--- src/hw/rtl/triangle_cosine_histogram_macros.svh ---
// Assertion macros shared by the triangle cosine histogram RTL
`ifndef TRIANGLE_COSINE_HISTOGRAM_MACROS_SVH
`define TRIANGLE_COSINE_HISTOGRAM_MACROS_SVH
`ifndef ASSERT_OFF
// same-cycle implication, sampled on clk, off while rst_n is low
`define TCH_ASSERT_IMP(lbl, ante, cons) \
  lbl: assert property (@(posedge clk) disable iff (!rst_n) (ante) |-> (cons)) \
    else $error("same-cycle check failed");
// next-cycle implication
`define TCH_ASSERT_NXT(lbl, ante, cons) \
  lbl: assert property (@(posedge clk) disable iff (!rst_n) (ante) |=> (cons)) \
    else $error("next-cycle check failed");
`else
`define TCH_ASSERT_IMP(lbl, ante, cons)
`define TCH_ASSERT_NXT(lbl, ante, cons)
`endif
`endif

--- src/hw/rtl/tch_ram.sv ---
// Generic simple dual-port RAM with registered read
module tch_ram #(
  parameter int WIDTH = 8,
  parameter int DEPTH = 16
) (
  input  logic                     clk,
  input  logic                     we,
  input  logic [$clog2(DEPTH)-1:0] waddr,
  input  logic [WIDTH-1:0]         wdata,
  input  logic                     re,
  input  logic [$clog2(DEPTH)-1:0] raddr,
  output logic [WIDTH-1:0]         rdata
);

  logic [WIDTH-1:0] mem_r [DEPTH];
  logic [WIDTH-1:0] rdata_r;

  always_ff @(posedge clk) begin
    if (we) begin
      mem_r[waddr] <= wdata;
    end
    if (re) begin
      rdata_r <= mem_r[raddr];
    end
  end

  assign rdata = rdata_r;

endmodule

--- config.mk ---
export PLATFORM = sky130hd
export DESIGN_NAME = tch_ram
export DESIGN_NICKNAME = d
export VERILOG_FILES = /design/src/hw/rtl/triangle_cosine_histogram_macros.svh /design/src/hw/rtl/tch_ram.sv
export SDC_FILE = /design/constraint.sdc
export NUM_CORES = 1
export LEC_CHECK = 0
export ABC_AREA = 1
export BUFFER_PORTS_ARGS = -buffer_cell sky130_fd_sc_hd__buf_4
export CORE_MARGIN = 5
export CORE_UTILIZATION = 45
export CTS_CLUSTER_SIZE = 16
export DETAILED_ROUTE_END_ITERATION = 8
export PLACE_DENSITY = 0.6
export SYNTH_ARGS = -nofsm -noshare
export SYNTH_HDL_FRONTEND = slang
export SYNTH_SLANG_ARGS = --single-unit
--- constraint.sdc ---
create_clock -name clk -period 1.7 [get_ports clk]
set_input_delay 0.255 -clock clk [delete_from_list [all_inputs] [get_ports clk]]
set_output_delay 0.255 -clock clk [all_outputs]
set_load 0.03 [all_outputs]
==> out/metrics.sh <==
YOSYS_WARNINGS=0
TIMING.FINAL.CRIT_SHARE=0.7593
POST-PLACE-CELLS=751
ANTENNA_VIOLATIONS_BEFORE_REPAIR=0
CLOCK-SKEW-FINAL_NS=0.02185
TRITONCTS_NUM_SINKS=136
CRIT-REG2REG-CAPTURE='rdata[0]'
LATER_PIN_CLOCK_LATENCY_IN_THE_SKEW_REPORT_NS=0.42
TRITONCTS.NUM_BUFFERS=17
NET_COUNT_AFTER_SYNTHESIS=570
SYNTH_AREA_LEADER_CELL='sky130_fd_sc_hd__edfxtp_1'
WORST_SETUP_PATH_CATEGORY='reg -> out'
GRT_BUSIEST_LAYER='met2'
HPWL_UM=8208
SYN_AREA_PER_CELL_UM2=10.61
FINAL-INSTANCE-COUNT-EXCL-FILL=783
GLOBAL_ROUTE.OVERFLOW_TOTAL=0
STATUS='complete, no violations'
GROUTE.LAYER.MET2.USAGE=0.2778
FLOORPLAN.IO_PINS=27
WORST_REG_TO_REG_PATH_CELL_COUNT=6
SYNTH_SEQ_CELLS=136
POSTLAYOUTCELLAREA_UM2=6869
MULTIINPUTGATEAREA_UM2=1214
FLOORPLAN.DIE_AREA_UM2=15370
SETUP_TOTAL_NEGATIVE_SLACK_NS=0
FILLCELLCOUNT=1121
FLOW.AREA_GROWTH_FROM_SYNTHESIS_PCT=17.48
HOLD_END='rdata[4]'
GR-USAGE-MET3=0.04859
TIGHTESTPINTRANSITION_NS=0.4234
CLK_ROOT_BUFFER_CELL='sky130_fd_sc_hd__clkbuf_16'
CLKSLEWWORSTSETUPHOLDPATHS_NS=0.06
NETS=617
DIE_HEIGHT_UM=124.0
WORST_HOLD_PATH.NUM_CELLS=1
WORST-PATH-BUF-INV=1
DRIVE_ABOVE_1_SHARE=0.1309
POWER.SEQUENTIAL.FRACTION=0.491
GP_CONGESTION=0.8106
CRIT_FAMILY='flip-flops'
KIND_OF_LAUNCH_POINT_OF_THE_WORST_SETUP_PATH='register'
MAPPEDNETLISTAREA_UM2=5847
DETAIL_ROUTE.DRC_VIOLATIONS=0
INTERNAL_POWER_W=0.006066
CP_CELL_SEQUENCE='buf_4'
ANTENNA_LEFT=0
PATH_MAX_FANOUT=1
PLACEABLECOREAREA_UM2=12670
SETUP_VIOL=0
SYNTH-ADDER-AREA-SHARE=0
GRT_FIRST_PASS_WIRELENGTH_UM=20670
ROUTEDWLPERCELL_UM=16.92
CLOCK_POWER_SHARE=0.442
SYNTH-SEQ-AREA-SHARE=0.6985
CLOCK_PATH_BUFFERS=2
GRT.MET1_USAGE=0.2699
DETAIL_ROUTE.ITER0.VIOLATIONS=422
COUNT_OF_ANTENNA_DIODES_IN_THE_LAYOUT=0
SYNTH_TOP_CELLS_BY_AREA='sky130_fd_sc_hd__edfxtp_1, sky130_fd_sc_hd__nand2_1, sky130_fd_sc_hd__nand3_1'
TIMING.MAX_SLEW.REL_SLACK=0.7177
SYNTH.DISTINCT_CELLS=11
YOSYS.CELL_COUNT.TOP_TYPE='sky130_fd_sc_hd__nand2_1'
POSTCTSRESIZEDCELLS=0
P_LEAK_nW=2.970
POWER.COMBINATIONAL.FRACTION=0.067
PLACEMENT_ROWS=41
SYNTH-EDFF-COUNT=136
POWER.DENSITY_nW_PER_UM2=1127
POST_SYNTH_MOST_FREQUENT_CELLS='sky130_fd_sc_hd__nand2_1, sky130_fd_sc_hd__edfxtp_1, sky130_fd_sc_hd__inv_1'
FIRST_GLOBAL_VIAS=3638
CTS.REPAIR_TIMING.SETUP_BUFFER_COUNT=0
VDD_IR_DROP_MAX_mV=0.6644
POSTSYNTHCELLCOUNT=551
CP_SLOWEST_CELL='sky130_fd_sc_hd__edfxtp_1'
TIMING.CRITICAL_PATH.ARRIVAL_NS=1.04
CRITPATHMAXSTAGEDELAY_NS=0.43
REQUIRED_NS=1.44
CTS_TREE='yes'
SEQUENTIAL_CELL_AREA_UM2=4084
INITIAL_CORE_UTILIZATION=0.4614
WORSTHOLDSTART='re'
GR-USAGE-ALL-LAYERS=0.1895
FP.DIEW_UM=124.0
ENDPOINT_CLASS_OF_THE_CRITICAL_PATH='primary output'
CTS_HTREE_LEVELS=4
SWSHARE=0.2162
DPL_CELL_AREA_UM2=6324
TIMING.RR.START='mem_r[1][0]'
CTS_HOLD_BUFFERS=0
SYNTH_COMPOUND_AREA_FRAC=0
MUXSHAREOFSYNTHAREA=0
SYNTH_TOP_FAMILY_BY_AREA='simple AND/OR/NAND/NOR gates'
FLIP_FLOP_CELL_WITH_THE_HIGHEST_COUNT_AFTER_SYNTHESIS='sky130_fd_sc_hd__edfxtp_1'
PORT_BUFFERS=26
SYNTHXORXNORAREAFRAC=0
SETUP_REPAIR_AFTER_GLOBAL_ROUTING_MISSED_ITS_MARGIN='false'
P_SWITCHING_W=0.001674
ROUTE.VIAS.TOTAL=3796
FINAL_HOLD_VIOL_COUNT=0
AVGVIACOUNTPERCELL=4.848
CRITICAL_PATH_DEPTH=1
WL_UM=13250
YOSYS.AREA_SHARE.SIMPLE=0.2076
TIMING.MAX_CAP.VIOLATIONS=0
DETAIL_ROUTE.FIRST_PASS.ITERATIONS=8
ASYNC_RESET_FF_FRAC=0
POST-ROUTE-MIN-PERIOD_NS=1.291
FLOP2FLOP_SETUP_SLACK_NS=0.52
CLASS_OF_THE_MOST_CRITICAL_HOLD_TIMING_PATH='in -> reg'
GRT_START_MAX_NET_PINS=39
SYNTHDOMINANTCELLAREASHARE=0.6985
MAX_CLOCK_FREQ_GHz=0.7748
FINAL_MAX_SLEW_VIOL_COUNT=0
worst max-delay path by stage:
stage / start / slack, ns / endpoint
final: rdata[2] / 0.41 / rdata[2]
after global routing: rdata[2] / 0.37 / rdata[2]
after CTS: rdata[2] / 0.38 / rdata[2]
after detailed placement: raddr[0] / 0.13 / rdata[0]
after global placement: raddr[0] / 0.16 / rdata[0]
after floorplan: waddr[2] / 0.49 / mem_r[10][0]
metal layers:
layer / vias up / routed length, µm
met1: 1786 / 6155
met4: 0 / 148
li1: 1875 / -
met2: 123 / 6120
met3: 12 / 824
met5: - / 0
cells in the final DEF (no fill, tap or decap):
cell type and instances:
sky130_fd_sc_hd__nand2_1 173, sky130_fd_sc_hd__edfxtp_1 136, sky130_fd_sc_hd__inv_1 100, sky130_fd_sc_hd__nand3_1 97, sky130_fd_sc_hd__buf_4 49, sky130_fd_sc_hd__nor2_1 17, sky130_fd_sc_hd__clkbuf_16 17, sky130_fd_sc_hd__clkinv_2 6
sky130_fd_sc_hd__clkbuf_1 3, sky130_fd_sc_hd__clkinv_1 3, sky130_fd_sc_hd__buf_12 3, sky130_fd_sc_hd__inv_2 2, sky130_fd_sc_hd__nand3b_1 2, sky130_fd_sc_hd__bufinv_16 2, sky130_fd_sc_hd__clkinvlp_4 1
area by class of cell:
type | count | area share
flip-flops and latches | 136 | 0.5945
multi-input cells | 289 | 0.1767
clock buffers | 20 | 0.06357
repair buffers | 52 | 0.06230
inverters | 102 | 0.05574
well taps | 172 | 0.03133
clock inverters | 12 | 0.01585
state kept, by name (all words and copies together), names as in the netlist:
register,count
mem_r,128
rdata,8
metrics by stage:
| stage | setup slack, ns | hold slack [ns] | util | total power (W) |
|---|---|---|---|---|
| after CTS | 0.3842 | 0.1288 | 0.5421 | 0.007795 |
| final | 0.4093 | 0.1434 | 0.5421 | 0.007740 |
| after global placement | 0.1615 | 0.5656 | 0.4991 | 0.004386 |
| after global routing | 0.3735 | 0.1332 | 0.5421 | 0.007995 |
| after detailed placement | 0.1326 | 0.5668 | 0.4991 | 0.004393 |
| after floorplan | 0.4942 | 0.3539 | - | 0.004163 |
power groups by stage:
| stage | Clock [W] | Sequential, W | Combinational (W) |
|---|---|---|---|
| 2_1_floorplan | 0 | 0.00390 | 0.000265 |
| 3_3_place_gp | 0 | 0.00387 | 0.000518 |
| 3_5_place_dp | 0 | 0.00387 | 0.000523 |
| 4_1_cts | 0.00347 | 0.00380 | 0.000525 |
| 5_1_grt | 0.00361 | 0.00381 | 0.000577 |
| 6_report | 0.00342 | 0.00380 | 0.000521 |
cell families after synthesis:
kind of cell / after synthesis
flip-flops: 136
AND/OR/NAND/NOR: 289
buffers and inverters: 126
Note: power is estimated with default switching activity, not from simulation.
