File: src/hw/rtl/triangle_cosine_histogram_macros.svh
// Assertion macros shared by the triangle cosine histogram RTL
`ifndef TRIANGLE_COSINE_HISTOGRAM_MACROS_SVH
`define TRIANGLE_COSINE_HISTOGRAM_MACROS_SVH
`ifndef ASSERT_OFF
// same-cycle implication, sampled on clk, off while rst_n is low
`define TCH_ASSERT_IMP(lbl, ante, cons) \
  lbl: assert property (@(posedge clk) disable iff (!rst_n) (ante) |-> (cons)) \
    else $error("same-cycle check failed");
// next-cycle implication
`define TCH_ASSERT_NXT(lbl, ante, cons) \
  lbl: assert property (@(posedge clk) disable iff (!rst_n) (ante) |=> (cons)) \
    else $error("next-cycle check failed");
`else
`define TCH_ASSERT_IMP(lbl, ante, cons)
`define TCH_ASSERT_NXT(lbl, ante, cons)
`endif
`endif

File: src/hw/rtl/tch_pkg.sv
// Shared types, codes and constants of the triangle cosine histogram
package tch_pkg;

  localparam int MAX_BINS_DEF  = 64;
  localparam int SIDE_BITS_DEF = 16;

  localparam int FLD_W  = 16;  // width of side and weight fields
  localparam int BINF_W = 6;   // width of bin number fields
  localparam int NB_W   = 7;   // num_bins register and bin index width
  localparam int SUM_W  = 48;
  localparam int STAT_W = 2;

  localparam logic [NB_W-1:0] NUM_BINS_RST = NB_W'(16);

  localparam logic REQ_ADD  = 1'b0;
  localparam logic REQ_READ = 1'b1;

  localparam logic [STAT_W-1:0] ST_OK        = 2'd0;
  localparam logic [STAT_W-1:0] ST_ZERO_SIDE = 2'd1;
  localparam logic [STAT_W-1:0] ST_BAD_BIN   = 2'd2;

  typedef struct packed {
    logic              req_type;
    logic [FLD_W-1:0]  side_12;
    logic [FLD_W-1:0]  side_13;
    logic [FLD_W-1:0]  side_23;
    logic [FLD_W-1:0]  weight;
    logic [BINF_W-1:0] read_bin;
  } in_item_t;

  typedef struct packed {
    logic [BINF_W-1:0] bin_number;
    logic [SUM_W-1:0]  bin_total;
    logic [STAT_W-1:0] status;
  } out_item_t;

  // bin finder to controller
  typedef struct packed {
    logic            done;
    logic [NB_W-1:0] bin;
  } cb_res_t;

endpackage

File: src/hw/rtl/tch_cosbin.sv
// Cosine bin finder: law-of-cosines products and a radix-2 quotient search
`include "triangle_cosine_histogram_macros.svh"
module tch_cosbin #(
  parameter int SIDE_BITS = tch_pkg::SIDE_BITS_DEF
) (
  input  logic                      clk,
  input  logic                      rst_n,
  input  logic                      start,
  input  logic [SIDE_BITS-1:0]      side_a,
  input  logic [SIDE_BITS-1:0]      side_b,
  input  logic [SIDE_BITS-1:0]      side_c,
  input  logic [tch_pkg::NB_W-1:0]  nbins,
  output tch_pkg::cb_res_t          res
);

  localparam int NB_W  = tch_pkg::NB_W;
  localparam int S_W   = SIDE_BITS + 1;
  localparam int Q_W   = SIDE_BITS + 2;
  localparam int PQ_W  = 2 * SIDE_BITS + 3;
  localparam int AB_W  = 2 * SIDE_BITS;
  localparam int L_W   = PQ_W + NB_W;
  localparam int QT_W  = NB_W + 1;
  localparam int CNT_W = $clog2(QT_W);

  localparam logic [2:0] C_IDLE = 3'd0;
  localparam logic [2:0] C_MUL1 = 3'd1;
  localparam logic [2:0] C_MUL2 = 3'd2;
  localparam logic [2:0] C_DIV  = 3'd3;
  localparam logic [2:0] C_FIN  = 3'd4;

  logic [2:0]           st_r, st_nxt;
  logic                 done_r, done_nxt;
  logic [S_W-1:0]       p_r, p_nxt;
  logic [Q_W-1:0]       q_r, q_nxt;
  logic [SIDE_BITS-1:0] a_r, a_nxt, b_r, b_nxt;
  logic [NB_W-1:0]      n_r, n_nxt;
  logic [PQ_W-1:0]      pq_r, pq_nxt;
  logic [AB_W-1:0]      ab_r, ab_nxt;
  logic [L_W-1:0]       rem_r, rem_nxt, dsh_r, dsh_nxt;
  logic [QT_W-1:0]      qt_r, qt_nxt;
  logic [CNT_W-1:0]     cnt_r, cnt_nxt;
  logic [NB_W-1:0]      k_r, k_nxt;
  logic [S_W-1:0]       sum_ab;
  logic [NB_W-1:0]      n_m1;
  logic                 ge;

  always_comb begin
    st_nxt   = st_r;
    done_nxt = 1'b0;
    p_nxt    = p_r;
    q_nxt    = q_r;
    a_nxt    = a_r;
    b_nxt    = b_r;
    n_nxt    = n_r;
    pq_nxt   = pq_r;
    ab_nxt   = ab_r;
    rem_nxt  = rem_r;
    dsh_nxt  = dsh_r;
    qt_nxt   = qt_r;
    cnt_nxt  = cnt_r;
    k_nxt    = k_r;
    sum_ab   = S_W'(side_a) + S_W'(side_b);
    n_m1     = n_r - NB_W'(1);
    ge       = (rem_r >= dsh_r);
    unique case (st_r)
      C_IDLE: begin
        if (start) begin
          // (a+b-c) clipped at zero, and (a+b+c)
          p_nxt  = (sum_ab > S_W'(side_c)) ? (sum_ab - S_W'(side_c)) : '0;
          q_nxt  = Q_W'(sum_ab) + Q_W'(side_c);
          a_nxt  = side_a;
          b_nxt  = side_b;
          n_nxt  = nbins;
          st_nxt = C_MUL1;
        end
      end
      C_MUL1: begin
        pq_nxt = PQ_W'(p_r) * PQ_W'(q_r);
        ab_nxt = AB_W'(a_r) * AB_W'(b_r);
        st_nxt = C_MUL2;
      end
      C_MUL2: begin
        // numerator p*q*n over divisor 4ab, divisor aligned to the top quotient bit
        rem_nxt = L_W'(pq_r) * L_W'(n_r);
        dsh_nxt = L_W'({ab_r, 2'b00}) << (QT_W - 1);
        qt_nxt  = '0;
        cnt_nxt = CNT_W'(QT_W - 1);
        st_nxt  = C_DIV;
      end
      C_DIV: begin
        rem_nxt = ge ? (rem_r - dsh_r) : rem_r;
        qt_nxt  = {qt_r[QT_W-2:0], ge};
        dsh_nxt = dsh_r >> 1;
        cnt_nxt = cnt_r - CNT_W'(1);
        if (cnt_r == '0) begin
          st_nxt = C_FIN;
        end
      end
      C_FIN: begin
        // top quotient bit set means far past the last bin
        if (qt_r[QT_W-1] || (qt_r[QT_W-2:0] > n_m1)) begin
          k_nxt = n_m1;
        end else begin
          k_nxt = qt_r[QT_W-2:0];
        end
        done_nxt = 1'b1;
        st_nxt   = C_IDLE;
      end
      default: begin
        st_nxt = C_IDLE;
      end
    endcase
  end

  always_ff @(posedge clk) begin
    if (!rst_n) begin
      st_r   <= C_IDLE;
      done_r <= 1'b0;
    end else begin
      st_r   <= st_nxt;
      done_r <= done_nxt;
    end
  end

  always_ff @(posedge clk) begin
    p_r   <= p_nxt;
    q_r   <= q_nxt;
    a_r   <= a_nxt;
    b_r   <= b_nxt;
    n_r   <= n_nxt;
    pq_r  <= pq_nxt;
    ab_r  <= ab_nxt;
    rem_r <= rem_nxt;
    dsh_r <= dsh_nxt;
    qt_r  <= qt_nxt;
    cnt_r <= cnt_nxt;
    k_r   <= k_nxt;
  end

  assign res.done = done_r;
  assign res.bin  = k_r;

  `TCH_ASSERT_IMP(a_start_when_idle, start, st_r == C_IDLE)
  `TCH_ASSERT_IMP(a_bin_in_range, done_r, k_r < n_r)
  `TCH_ASSERT_IMP(a_fin_after_div, st_r == C_FIN, $past(st_r) == C_DIV)

endmodule

File: config.mk
export PLATFORM = sky130hd
export DESIGN_NAME = tch_cosbin
export DESIGN_NICKNAME = d
export VERILOG_FILES = /design/src/hw/rtl/tch_pkg.sv /design/src/hw/rtl/tch_cosbin.sv
export VERILOG_INCLUDE_DIRS = /design/src /design/src/hw/rtl
export SDC_FILE = /design/constraint.sdc
export NUM_CORES = 2
export LEC_CHECK = 0
export ABC_AREA = 1
export BUFFER_PORTS_ARGS = -buffer_cell sky130_fd_sc_hd__buf_2
export CAP_MARGIN = 15
export CORE_MARGIN = 2
export CORE_UTILIZATION = 55
export CTS_CLUSTER_DIAMETER = 40
export DETAILED_ROUTE_END_ITERATION = 10
export PLACE_DENSITY = 0.83
export SETUP_SLACK_MARGIN = 0.4
export SKIP_LAST_GASP = 1
export SLEW_MARGIN = 20
export SYNTH_ARGS = -nofsm -noshare
export SYNTH_HDL_FRONTEND = slang
export SYNTH_SLANG_ARGS = --single-unit
export TNS_END_PERCENT = 10
File: constraint.sdc
create_clock -name clk -period 10.6 [get_ports clk]
set_input_delay 1.59 -clock clk [delete_from_list [all_inputs] [get_ports clk]]
set_output_delay 1.59 -clock clk [all_outputs]
set_load 0.02 [all_outputs]
==> flow_summary_export.csv <==
group,metric,value,unit
status,status,"complete, no violations",
critical_path,worst-endpoint-required,10960,ps
critical_path,path_max_fanout,18,
sta,skew,19.5,ps
placed_design,place_congestion,0.996,
yosys,ys_types,53,
placed_design,dp_hpwl,87.0,mm
floorplanning,start_util,55.3,%
clocking,clkTransAtPathRegs,60,ps
yosys,synth_ff_type,"edfxtp_1",
critical_path,path_buf_inv,6,
critical_path,crit_chain,"nand2_1 -> fa_1 -> inv_1 -> fa_1 -> inv_1 -> fa_1 -> inv_1 -> fa_1 -> fa_1 -> inv_1 -> fa_1 -> inv_1 -> ha_1 -> nand2_1 -> nor2_1 -> inv_1 -> o21ai_0 -> nand2_1 -> nand4_1 -> nand2_1",
floorplanning,die_area,79700,um2
floorplanning,row_count,102,
finish,design_area,45200,um2
global_routing,grt_usage,28.1,%
sta,setup_viol,0,
global_routing,grt_pass1_vias,36700,
hold_path,hp-class,"register to register",
route,viasPerCell,5.27,
clocking,cts.sinks,246,
yosys,ys_seq_area_share,17.2,%
sta,worstMarginPinSlew,1040,ps
placed_design,postPlaceCellArea,43600,um2
sta,period_share,57.2,%
run,maxCapViolations,0,
critical_path,slowest_stage,"edfxtp_1",
yosys,ys_warn_count,0,
finish,synthToLayoutAreaGrowth,5.96,%
route,drtAntennaViolNets,0,
global_routing,antenna_found_initial,6,
finish,drive_above_1_share,3.69,%
sta,relSlewSlack,30.4,%
route,avgRoutedWirePerCell,16.2,um
critical_path,critPathMaxStageDelay,880,ps
floorplanning,ios,66,
floorplanning,core-area,77100,um2
yosys,syn-cell-area,42600,um2
finish,final_nets,6663,
critical_path,critPathCaptureType,"register",
clocking,clockBufferDepth,3,
critical_path,cp-start-kind,"register",
global_routing,grt_max_degree,75,
sta,hold_viol,0,
sta,fin_tns_setup,0,ps
route,dr.pass1.iters,6,
yosys,synth-seq-cells,246,
clocking,clk_latency,610,ps
sta,fmax,165,MHz
yosys,synthArstFlopShare,0,%
critical_path,critical_path_arrival,6420,ps
placed_design,io_buffers,65,
route,wl,108,mm
floorplanning,dieWidth,282,um
yosys,synth_edf_count,242,
clocking,cts-root-buf,"clkbuf_16",
global_routing,grt_pass1_wl,179,mm
critical_path,crit_family,"adder cells",
route,drt_iter0_drc,2619,
clocking,cts_buffers,44,
clocking,post_cts_resized,0,
clocking,h-tree-depth,2,
sta,min_period,6060,ps
route,vias,35300,
route,drc,0,
clocking,cts_hold_buf,0,
yosys,synthesis.nets,6726,
yosys,avgSynthCellArea,7.48,um2
clocking,cts_tree,"built",
yosys,syn_inst,5695,
sta,drv_slew,0,
sta,rsz0062_at_grt,"false",
global_routing,globalRoute.totalOverflow,0,
critical_path,worstSetupPathType,"register to register",
floorplanning,die_h,282,um
clocking,postCtsSetupBuffers,0,
-- layout by cell type (no fill, tap or decap), drive strengths merged --
cell type	n
o2111ai	1
nor2	294
nor3	39
a31oi	11
dfxtp	4
a21o	18
a21boi	1
inv	1531
clkbuf	46
o31a	1
o21ai	158
or2	4
diode	1
nand3	183
o21bai	16
xnor2	23
nand3b	6
o21a	3
o32ai	1
a21oi	189
bufinv	3
clkinv	18
nor4	4
ha	372
a31o	2
fa	601
nand4	21
buf	81
nand2	1697
a211oi	3
and2	5
edfxtp	242
xor2	81
nor3b	1
o211ai	2
and3	1
clkinvlp	3
o22ai	2
-- per-stage QoR --
stage | hold WS (ps) | util [%] | cells | worst slack, ps
finish | 531 | 58.6 | 6709 | 4540
global route | 547 | 58.6 | 6709 | 4250
CTS | 527 | 58.6 | 6708 | 4630
detailed placement | 511 | 56.6 | 6626 | 4650
global placement | 509 | 56.6 | 6626 | 4720
floorplan | 500 | - | 5695 | 3360
-- state kept, by name, summed over array words and instances, names as in the netlist --
signal / count
a_r: 16
ab_r: 32
b_r: 16
cnt_r: 3
done_r: 1
dsh_r: 41
k_r: 7
n_r: 7
p_r: 17
pq_r: 35
q_r: 18
qt_r: 8
rem_r: 42
st_r: 3
-- final cells by class --
class / instances / area, um2
timing repair buffer: 81 / 445
inverter: 1519 / 5700
multi-input combinational: 3740 / 28800
sequential: 246 / 7350
fill: 6909 / 31900
antenna: 1 / 2.50
clock buffer: 46 / 1120
tap: 1040 / 1300
clock inverter: 36 / 429
-- worst paths after layout --
check              endpoint     start  depth (start not counted)  slack, ps
setup reg to reg   pq_r[28]    p_r[8]                         20       4540
hold reg to reg   dsh_r[26]  ab_r[17]                          2        530
hold / removal    dsh_r[26]  ab_r[17]                          2        530
setup / recovery   pq_r[28]    p_r[8]                         20       4540
-- cell usage after synthesis (6+ instances only) --
| cell | instances | share of area, % |
|---|---|---|
| edfxtp_1 | 242 | 17 |
| clkbuf_1 | 156 | 1.4 |
| nor2_2 | 11 | 0.16 |
| buf_1 | 17 | 0.15 |
| nor2_1 | 281 | 2.5 |
| fa_1 | 601 | 28 |
| a21oi_1 | 186 | 2.2 |
| o21bai_1 | 16 | 0.28 |
| xor2_1 | 81 | 1.7 |
| nand2_2 | 8 | 0.12 |
| o21ai_0 | 151 | 1.8 |
| nand3_1 | 180 | 2.1 |
| xnor2_1 | 23 | 0.47 |
| nor3_1 | 36 | 0.42 |
| buf_2 | 9 | 0.11 |
| a31oi_1 | 11 | 0.16 |
| a21o_1 | 18 | 0.32 |
| nand4_1 | 21 | 0.31 |
| ha_1 | 372 | 11 |
| nand3b_1 | 6 | 0.11 |
| inv_1 | 1516 | 13 |
| nand2_1 | 1688 | 15 |
-- cells by family (layout without fill, tap and decap cells) --
kind of cell	count (synthesis)	in the layout	share of synthesized area, %
and+or+nand+nor	2255	2255	21.0
DFF	246	246	17.2
buffers and inverters	1709	1682	15.2
other	0	1	0
xor gates and xnor gates	104	104	2.14
AOI/OAI and AO/OA	408	408	5.21
adders and majority gates	973	973	39.2
-- metal layers --
| layer | up-vias | wire length [um] | GRT usage [%] |
|---|---|---|---|
| met5 | - | 62 | 0 |
| met4 | 10 | 4330 | 11.2 |
| met3 | 298 | 8950 | 4.93 |
| met2 | 1499 | 52000 | 48.5 |
| met1 | 16800 | 43100 | 35.1 |
| li1 | 16700 | - | - |
-- worst reg2reg max path: cells and delay by family (launching register included) --
kind                       cells  cell delay, ps
adders and majority gates      7            3380
buffers and inverters          6             360
and+or+nand+nor                6             900
AOI/OAI and AO/OA              1             300
DFF                            1             880
Power is not shown: default switching activity piles up to over one toggle a cycle in this logic, so the estimate is an artifact.
